**src/hdl/cuckoo_string_hash_table_macros.svh**
```systemverilog
// Assertion macros for the cuckoo string hash table.
// Used by the top level only; no other dependencies.
`ifndef CUCKOO_STRING_HASH_TABLE_MACROS_SVH
`define CUCKOO_STRING_HASH_TABLE_MACROS_SVH

// Same-cycle implication, disabled while reset is high.
`define CST_ASSERT_IMPLY(name, ck, rs, ante, cons) \
  name: assert property (@(posedge ck) disable iff (rs) (ante) |-> (cons)) \
    else $error("cuckoo table: same-cycle check failed");

// Next-cycle implication, disabled while reset is high.
`define CST_ASSERT_NEXT(name, ck, rs, ante, cons) \
  name: assert property (@(posedge ck) disable iff (rs) (ante) |=> (cons)) \
    else $error("cuckoo table: next-cycle check failed");

`endif

```
**src/hdl/cst_pkg.sv**
```systemverilog
// Shared types and constants for the cuckoo string hash table.
// Used by every module of the block; depends on nothing.
package cst_pkg;

  localparam int SLOTS_DEF     = 256;
  localparam int KEY_LIMIT_DEF = 16;
  localparam int TABLES_DEF    = 3;

  localparam logic [31:0] DJB2_SEED = 32'd5381;
  localparam logic [31:0] FNV_BASIS = 32'h0100_0193;
  localparam logic [31:0] FNV_PRIME = 32'h0100_0193;
  localparam logic [31:0] CRC_SEED  = 32'hFFFF_FFFF;
  localparam logic [31:0] CRC_POLY  = 32'hEDB8_8320;

  localparam logic REQ_INSERT = 1'b0;
  localparam logic REQ_LOOKUP = 1'b1;

  typedef enum logic [2:0] {
    ST_INSERTED   = 3'd0,
    ST_DUPLICATE  = 3'd1,
    ST_FOUND      = 3'd2,
    ST_NOT_FOUND  = 3'd3,
    ST_TABLE_FULL = 3'd4,
    ST_TOO_LONG   = 3'd5
  } status_t;

  typedef enum logic [3:0] {
    S_CLEAR,
    S_IDLE,
    S_START,
    S_P_GO,
    S_P_WAIT,
    S_P_CHECK,
    S_I_HASH0,
    S_I_HASH,
    S_I_WAIT,
    S_I_CHECK,
    S_DONE
  } state_t;

  // Commands from the controller to the datapath.
  typedef struct packed {
    logic    clr_step;
    logic    take_byte;
    logic    probe_init;
    logic    probe_next;
    logic    mod_start;
    logic    mem_read;
    logic    ins_init;
    logic    rehash_init;
    logic    rehash_step;
    logic    ins_write;
    logic    res_set;
    status_t res_code;
    logic    res_publish;
  } cmd_t;

  // Status from the datapath to the controller.
  typedef struct packed {
    logic clr_done;
    logic too_long;
    logic mod_busy;
    logic hit;
    logic occupied;
    logic last_table;
    logic rehash_done;
    logic full;
    logic req_lookup;
    logic out_busy;
  } sts_t;

endpackage

```
**src/hdl/cst_ctrl.sv**
```systemverilog
// Controller state machine: clearing pass, byte intake, probes, displacement chain, result.
// Depends on cst_pkg for the state, command and status types.
module cst_ctrl import cst_pkg::*; (
  input  logic clk,
  input  logic rst,
  input  logic in_valid,
  input  logic in_last,
  output logic ready,
  output cmd_t cmd,
  input  sts_t sts
);

  state_t state;
  state_t state_next;

  always_ff @(posedge clk) begin
    if (rst) begin
      state <= S_CLEAR;
    end else begin
      state <= state_next;
    end
  end

  always_comb begin
    state_next = state;
    case (state)
      S_CLEAR:   if (sts.clr_done) state_next = S_IDLE;
      S_IDLE:    if (in_valid && in_last) state_next = S_START;
      S_START:   state_next = sts.too_long ? S_DONE : S_P_GO;
      S_P_GO:    state_next = S_P_WAIT;
      S_P_WAIT:  if (!sts.mod_busy) state_next = S_P_CHECK;
      S_P_CHECK: begin
        if (sts.hit) begin
          state_next = S_DONE;
        end else if (!sts.last_table) begin
          state_next = S_P_GO;
        end else if (sts.req_lookup) begin
          state_next = S_DONE;
        end else begin
          state_next = S_I_HASH0;
        end
      end
      S_I_HASH0: state_next = sts.full ? S_DONE : S_I_HASH;
      S_I_HASH:  if (sts.rehash_done) state_next = S_I_WAIT;
      S_I_WAIT:  if (!sts.mod_busy) state_next = S_I_CHECK;
      S_I_CHECK: state_next = sts.occupied ? S_I_HASH0 : S_DONE;
      S_DONE:    if (!sts.out_busy) state_next = S_IDLE;
      default:   state_next = S_CLEAR;
    endcase
  end

  always_comb begin
    cmd          = '0;
    cmd.res_code = ST_INSERTED;
    ready        = 1'b0;
    case (state)
      S_CLEAR: cmd.clr_step = !sts.clr_done;
      S_IDLE: begin
        ready         = 1'b1;
        cmd.take_byte = in_valid;
      end
      S_START: begin
        if (sts.too_long) begin
          cmd.res_set  = 1'b1;
          cmd.res_code = ST_TOO_LONG;
        end else begin
          cmd.probe_init = 1'b1;
        end
      end
      S_P_GO:   cmd.mod_start = 1'b1;
      S_P_WAIT: cmd.mem_read  = !sts.mod_busy;
      S_P_CHECK: begin
        if (sts.hit) begin
          cmd.res_set  = 1'b1;
          cmd.res_code = sts.req_lookup ? ST_FOUND : ST_DUPLICATE;
        end else if (!sts.last_table) begin
          cmd.probe_next = 1'b1;
        end else if (sts.req_lookup) begin
          cmd.res_set  = 1'b1;
          cmd.res_code = ST_NOT_FOUND;
        end else begin
          cmd.ins_init = 1'b1;
        end
      end
      S_I_HASH0: begin
        if (sts.full) begin
          cmd.res_set  = 1'b1;
          cmd.res_code = ST_TABLE_FULL;
        end else begin
          cmd.rehash_init = 1'b1;
        end
      end
      S_I_HASH: begin
        if (sts.rehash_done) begin
          cmd.mod_start = 1'b1;
        end else begin
          cmd.rehash_step = 1'b1;
        end
      end
      S_I_WAIT: cmd.mem_read = !sts.mod_busy;
      S_I_CHECK: begin
        cmd.ins_write = 1'b1;
        if (!sts.occupied) begin
          cmd.res_set  = 1'b1;
          cmd.res_code = ST_INSERTED;
        end
      end
      S_DONE:  cmd.res_publish = !sts.out_busy;
      default: cmd = '0;
    endcase
  end

endmodule

```
**config.mk**
```make
export PLATFORM = sky130hd
export DESIGN_NAME = cst_ctrl
export DESIGN_NICKNAME = d
export VERILOG_FILES = /design/src/hdl/cuckoo_string_hash_table_macros.svh /design/src/hdl/cst_pkg.sv /design/src/hdl/cst_ctrl.sv
export SDC_FILE = /design/constraint.sdc
export NUM_CORES = 1
export LEC_CHECK = 0
export BUFFER_PORTS_ARGS = -buffer_cell sky130_fd_sc_hd__buf_2
export CORE_AREA = 2 2 39 41
export DETAILED_ROUTE_END_ITERATION = 16
export DIE_AREA = 0 0 41 43
export GPL_TIMING_DRIVEN = 0
export PLACE_DENSITY = 0.89
export SLEW_MARGIN = 20
export SYNTH_ARGS = -nofsm -noshare
export SYNTH_HDL_FRONTEND = slang
export SYNTH_SLANG_ARGS = --single-unit
```
**constraint.sdc**
```tcl
create_clock -name clk -period 4.2 [get_ports clk]
set_input_delay 0.42 -clock clk [delete_from_list [all_inputs] [get_ports clk]]
set_output_delay 0.42 -clock clk [all_outputs]
set_load 0.05 [all_outputs]
```
# After elaboration in Yosys (flattened, before gate mapping)
# Index checks and enable logic that the tools add are counted.
# word_totals
regBits,4
in_bits,14
wordCells,66
# classes
reduce_logical,7
eq_ne,16
n_mux,42
# op_table
op,count
$mux W4,18
$pmux W4 S11,1
$mux W1,20
$eq A4 B3 Y1 const B,4
$pmux W4 S4,1
$eq A4 B4 Y1 const B,3
$ne A2 B2 Y1 const B,6
$eq A4 B2 Y1 const B,2
$reduce_and A6 Y1,1
$eq A4 B1 Y1 const B,1
$logic_not A4 Y1,1
$logic_not A1 Y1,3
$mux W2,1
$pmux W1 S2,1
$reduce_or A2 Y1,1
$logic_and A1 B1 Y1,1

# Depth between registers and ports, before layout
# Gate-level depths: netlist of run 1.
# depth
word_depth,4
ltp_mapped,6
mapped_depth_nobuf,4

# Worst setup path before layout of run 1
# No wires, ideal clock.
# synth_path
path_kind,register to output
startpoint,register state[2]
endpoint,output cmd[14] in the netlist's numbering
path_stages_with_launch,4
n_path_buf,1
t_arrival_ps,2317
slack_ps,1463
required_ps,3780
path_cell_list,dfxtp_1 buf_6 nor2_1 nor4b_1
# synth_rtl
element,line,rtl
start: declaration,cst_ctrl.sv:13,state_t state;
start signal: assignment,cst_ctrl.sv:20,state <= state_next;
end: declaration,cst_ctrl.sv:9,"output cmd_t cmd,"

==> results of run 1 <==
path summary, 6_finish.rpt:
path | start | endpoint | slack, ns | cells past startpoint
worst min-delay path | rst | state[0] | 0.40 | 2
worst max register to register | state[2] | state[3] | 2.49 | 4
worst max-delay path | state[2] | cmd[4] | 1.82 | 4
worst min register to register | state[2] | state[2] | 0.74 | 2
worst max-delay path, stage by stage (launching register included):
cell and delay, ns:
dfxtp_1 0.49, nand3b_1 0.26, or4_1 0.60, o211ai_1 0.10, buf_2 0.29
placed cells by master (no fill, tap or decap), types with 2 or more instances in the layout:
master / synthesis / layout
nor4_1: 2 / 2
o22ai_1: 2 / 2
dfxtp_1: 4 / 4
buf_2: 0 / 28
nand2b_1: 2 / 2
buf_4: 2 / 2
a21oi_1: 2 / 2
inv_1: 6 / 6
o21ai_0: 3 / 3
buf_6: 3 / 3
o2111ai_1: 2 / 2
nor2_1: 8 / 8
clkbuf_4: 0 / 3
nor4b_1: 2 / 2
nor3_1: 4 / 4
xor2_1: 2 / 2
nand2_1: 4 / 4
a22oi_1: 2 / 2
nand3_1: 4 / 4
nand3b_1: 2 / 2
o21a_1: 3 / 3
metrics by stage:
step,setup WS (ns),power [mW],cell area (um^2)
final,1.82,0.471,805
after global placement,2.10,0.410,782
after detailed placement,2.11,0.419,782
after floorplan,1.46,0.347,622
after global routing,1.72,0.503,805
after CTS,1.85,0.468,805
per-layer routing:
| layer | vias to the layer above | wire [um] | GRT usage (%) |
|---|---|---|---|
| met2 | 36 | 907 | 38.1 |
| li1 | 379 | - | - |
| met1 | 362 | 740 | 28.5 |
| met3 | 0 | 127 | 3.14 |
| met4 | 0 | 0 | 3.33 |
| met5 | - | 0 | 0 |
power groups by stage:
stage	clock, mW	sequential, mW	combinational [mW]
2_1_floorplan	0	0.0594	0.287
3_3_place_gp	0	0.0629	0.347
3_5_place_dp	0	0.0633	0.355
4_1_cts	0.0485	0.0631	0.357
5_1_grt	0.0508	0.0642	0.388
6_report	0.0466	0.0631	0.361
cells in the mapped netlist (2+ instances only):
master / instances / area (um^2)
o21a_1: 3 / 22.5
dfxtp_1: 4 / 80.1
o2111ai_1: 2 / 17.5
nor4_1: 2 / 12.5
nand2b_1: 2 / 12.5
xor2_1: 2 / 17.5
nand3_1: 4 / 20.0
nor2_1: 8 / 30.0
a22oi_1: 2 / 15.0
nand3b_1: 2 / 15.0
inv_1: 6 / 22.5
buf_6: 3 / 33.8
o22ai_1: 2 / 12.5
a21oi_1: 2 / 10.0
nand2_1: 4 / 15.0
buf_4: 2 / 15.0
nor4b_1: 2 / 17.5
nor3_1: 4 / 20.0
o21ai_0: 3 / 15.0
final cells by class:
type / instances / area share [%]
timing repair buffer: 28 / 17.4
inverter: 6 / 2.80
clock buffer: 3 / 2.80
sequential: 4 / 9.95
buffer: 7 / 8.40
tap: 16 / 2.49
multi-input combinational: 65 / 56.1
logic make-up after synthesis:
| kind of cell | share of synthesized area [%] |
|---|---|
| xor+xnor | 4.23 |
| flops | 12.9 |
| simple gates | 39.4 |
| buf+inv | 14.5 |
| compound gates | 29.0 |
==> metrics.csv, run 1 <==
stage;metric;value;unit
clock_tree;CTS tree;yes;
yosys;synthesized area;622;um^2
floorplan;core area;1380;um^2
power;Peak VDD IR;298;uV
power;Flop pwr share;13.4;%
yosys;Syn. warnings;0;
floorplan;row count;14;
yosys;#FFs+latches synth;4;
sta;Worst Tran Pin Value;0.364;ns
layout;non-filler instance count after layout;129;
yosys;Synth Net Count;96;
grt;GRT Total Usage;22.3;%
sta;Hold Vio Cnt, Final;0;
place;placed cell count;126;
clock_tree;# resized after CTS;0;
grt;vias in the first global route;689;
drt;initial drt markers;23;
yosys;mean post-synth cell area;7.58;um^2
layout;Largest register FFs;4;
floorplan;Die ar.;1760;um^2
drt;DRC violations left;0;
worst_setup_path;Critical Path AT;1.96;ns
clock_tree;clk sinks;4;
clock_tree;clk_lat worst skew;0.23;ns
yosys;Post-synth EDFFs;0;
layout;biggest regs;state (4);
drt;first-pass detailed-route iteration total;4;
sta;fin crit share;56.7;%
place;Port Buf Inserts;28;
sta;Slew HR;75.5;%
grt;grt ovf;0;
grt;first-pass GRT wire length;2810;um
layout;Seq. cell area;80.1;um^2
power;Psw;0.264;mW
floorplan;die height;43;um
yosys;sequential-to-total area share from yosys stat;12.9;%
yosys;Unique masters post-synth;42;
drt;DR vias;777;
place;DPL Wire Length;1340;um
layout;Multi-input gate area;452;um^2
sta;RSZ-0062 raised after global routing;false;
clock_tree;CTS Buf Count;3;
sta;Fin Setup TNS;0;ns
worst_setup_path;CP Launch Type;flip-flop;
sta;worst hold slack;0.401;ns
sta;Pins Over Slew Limit;0;
flow_run;max-cap violation count;0;
sta;post-route minimum period;2.38;ns
worst_setup_path;Max FO, Critical Path;7;
yosys;Synth Flop Type;dfxtp_1;
worst_setup_path;crit path kind;reg2out;
run_status;status;complete, no violations;
layout;ANT cells;0;
layout;Layout area overhead;29.4;%
floorplan;initial core utilization;44.9;%
power;PwrDens;585;nW/um^2
clock_tree;H-tree depth;1;
clock_tree;CTS Hold Bufs;0;
place;GP Congestion;0.937;
yosys;ys async rst share;0;%
yosys;Post-Syn Instances;82;
clock_tree;clk root buf;clkbuf_4;
layout;nets;129;
drt;ANT nets after route;0;
sta;Peak Freq;0.420;GHz
clock_tree;clock buffer depth;2;
sta;skew final;0.000169;ns
grt;largest net degree at the start of global routing;11;
power;Sw Ratio;56.0;%
min_path;hold crit path type;in2reg;
worst_setup_path;worst path required time;3.78;ns
power;clock network power share;9.9;%
layout;layout cells sized above 1;38.1;%
grt;antenna violations before repair;0;
floorplan;Boundary Pins;30;
layout;Biggest register;state;
clock_tree;Post-CTS Setup Bufs;0;
worst_setup_path;CP Capture Type;primary output;
drt;WL per Instance;13.8;um
drt;DR vias/cell;6.02;
power;Leak Pwr;0.370;nW
layout;Fillers;131;
floorplan;Die W;41;um
clock_tree;Reg clk slew, reported paths;0.04;ns
sta;final setup violation count;0;
drt;Routed WL;1770;um
power;combinational power share;76.7;%
layout;post-layout util;58.1;%
power;Int Power;0.207;mW
Power figures use the tool's default switching activity.
==> run 2: changes to the inputs <==
CORE_AREA = unset   (was 2 2 39 41)
CORE_MARGIN = 2   (was unset)
CORE_UTILIZATION = 45   (was unset)
DIE_AREA = unset   (was 0 0 41 43)
PLACE_DENSITY = 0.86   (was 0.89)
clock period = 2.39 ns   (was 4.2 ns; I/O delays follow)
==> run 2 against run 1 <==
- via count is 0.77% lower
- sequential power is 74% higher
- sequential share of layout area is 0.21 points lower
- critical path depth stayed put
- clock-buffer cell count stayed put
- combinational power is 77% higher
- first-iteration DRC count is 17% higher
- flip-flop and latch count stayed put
- non-clock buffer count stayed put
- die area is 3.8% lower
- design area is 2.2% higher
==> metrics.csv, run 2 (same netlist as run 1, synthesis figures left out) <==
stage;metric;value;unit;change
run_status;status;complete, no violations;;unchanged
layout;most frequent cells in the layout;buf_2, nor2_1, inv_1;;unchanged
clock_tree;# resized after CTS;0;;unchanged
drt;Routed WL;1790;um;was 1770 um
drt;DR vias;771;;was 777
layout;nets;129;;unchanged
clock_tree;CTS tree;yes;;unchanged
grt;first-pass GRT wire length;2800;um;was 2810 um
drt;WL per Instance;14.0;um;was 13.8 um
floorplan;initial core utilization;47.8;%;was 44.9%
sta;Hold Vio Cnt, Final;0;;unchanged
drt;DR vias/cell;6.02;;about the same
clock_tree;clock buffer depth;2;;unchanged
power;Peak VDD IR;516;uV;was 298 uV
worst_setup_path;R2R Path End;state[3];;unchanged
place;GP Congestion;0.906;;was 0.937
sta;Peak Freq;0.452;GHz;
drt;ANT nets after route;0;;unchanged
clock_tree;CTS Hold Bufs;0;;unchanged
worst_setup_path;CP Launch Type;flip-flop;;unchanged
floorplan;die height;41.2;um;was 43 um
layout;biggest regs;state (4);;unchanged
sta;Fin Setup TNS;0;ns;unchanged
min_path;hold crit path type;in2reg;;unchanged
drt;initial drt markers;27;;was 23
sta;Slew HR;75.0;%;was 75.5%
drt;DRC violations left;0;;unchanged
clock_tree;clk sinks;4;;unchanged
layout;Largest register FFs;4;;unchanged
worst_setup_path;crit path kind;reg2out;;unchanged
worst_setup_path;reg2reg setup slack;0.71;ns;was 2.49 ns
flow_run;max-cap violation count;0;;unchanged
worst_setup_path;Worst Reg-to-Reg Cells;4;;unchanged
floorplan;Die W;41.2;um;was 41 um
place;pre-CTS setup slack;0.445;ns;was 2.11 ns
clock_tree;CTS Buf Count;3;;unchanged
floorplan;core area;1300;um^2;was 1380 um^2
clock_tree;clk root buf;clkbuf_4;;unchanged
worst_setup_path;Critical Path AT;1.97;ns;was 1.96 ns
clock_tree;Reg clk slew, reported paths;0.04;ns;about the same
layout;post-layout util;63.2;%;was 58.1%
floorplan;row count;13;;was 14
sta;Worst Tran Pin Value;0.371;ns;was 0.364 ns
grt;largest net degree at the start of global routing;11;;unchanged
worst_setup_path;CP Capture Type;primary output;;unchanged
worst_setup_path;CP Launch Point;state[2];;unchanged
clock_tree;H-tree depth;1;;unchanged
sta;final setup violation count;0;;unchanged
worst_setup_path;Worst path top cell family by delay;simple AND/OR/NAND/NOR gates;;unchanged
layout;layout cells sized above 1;40.7;%;was 38.1%
sta;skew final;0.00398;ns;was 0.000169 ns
sta;fin crit share;92.6;%;
clock_tree;clk_lat worst skew;0.25;ns;was 0.23 ns
worst_setup_path;Max FO, Critical Path;7;;unchanged
clock_tree;Post-CTS Setup Bufs;0;;unchanged
layout;most common cell after layout, fill and taps aside;buf_2;;unchanged
worst_setup_path;Buf/Inv on CP;1;;unchanged
worst_setup_path;CP Capture Point;cmd[4];;unchanged
sta;Pins Over Slew Limit;0;;unchanged
layout;Layout area overhead;32.2;%;was 29.4%
grt;vias in the first global route;639;;was 689
floorplan;Die ar.;1700;um^2;was 1760 um^2
worst_setup_path;crit-path cells;nand3b_1 -> or4_1 -> o211ai_1 -> buf_2;;unchanged
sta;Worst Slack Setup Final;0.177;ns;was 1.82 ns
drt;first-pass detailed-route iteration total;4;;unchanged
sta;RSZ-0062 raised after global routing;false;;unchanged
place;DPL Wire Length;1380;um;was 1340 um
place;Port Buf Inserts;28;;unchanged
power;PwrDens;1020;nW/um^2;was 585 nW/um^2
worst_setup_path;critical path depth in cells;4;;unchanged
worst_setup_path;cell at the slowest stage of the critical path;or4_1;;unchanged
worst_setup_path;Critical R2R Launch;state[2];;unchanged
power;Leak Pwr;0.375;nW;was 0.370 nW
grt;GRT Total Usage;25.2;%;was 22.3%
worst_setup_path;CP peak stage delay;0.59;ns;was 0.60 ns
worst_setup_path;worst path required time;2.15;ns;was 3.78 ns
layout;Biggest register;state;;unchanged
grt;antenna violations before repair;0;;unchanged
sta;post-route minimum period;2.21;ns;
layout;ANT cells;0;;unchanged
floorplan;Boundary Pins;30;;unchanged
grt;grt ovf;0;;unchanged
run 2: how the worst min path moves through the flow:
stage | from | end | slack (ns) | depth (start not counted)
global route | rst | state[0] | 0.23 | 2
finish | rst | state[0] | 0.22 | 2
global placement | rst | state[0] | 0.45 | 2
detailed placement | rst | state[0] | 0.47 | 2
CTS | rst | state[0] | 0.22 | 2
floorplan | rst | state[0] | 0.31 | 1
run 2: final cells by class:
class / instances / area (um^2)
Inverter: 6 / 22.5
Clock buffer: 3 / 22.5
Sequential cell: 4 / 80.1
Buffer: 7 / 67.6
Fill cell: 118 / 479
Tap cell: 15 / 18.8
Multi-Input combinational cell: 65 / 470
Timing Repair Buffer: 28 / 140
run 2: routing by layer:
| metal | global-route usage (%) | routed length, um | part of all wire, % | up-vias |
|---|---|---|---|---|
| met3 | 3.26 | 140 | 7.8 | 9 |
| met5 | 0 | 0 | 0 | - |
| met4 | 12.1 | 59 | 3.3 | 0 |
| li1 | - | - | - | 380 |
| met2 | 40.2 | 810 | 45 | 40 |
| met1 | 33.0 | 784 | 44 | 342 |
run 2: power breakdown:
group	internal, mW	switching [mW]
clock network	0.0565	0.0332
registers	0.0880	0.0219
logic	0.225	0.413
run 2: metrics by stage:
step | hold slack (ns) | cells | area (um^2) | power [mW]
after floorplan | 0.308 | 82 | 641 | 0.620
after global placement | 0.450 | 125 | 800 | 0.729
after detailed placement | 0.466 | 125 | 800 | 0.743
after CTS | 0.223 | 128 | 822 | 0.831
after global routing | 0.231 | 128 | 822 | 0.891
final | 0.221 | 128 | 822 | 0.838
run 2: worst register-to-register path, stage by stage, from the launching register on:
cell and delay, ns:
dfxtp_1 0.49, nand3b_1 0.26, or4_1 0.59, o2111ai_1 0.13, a221o_1 0.16
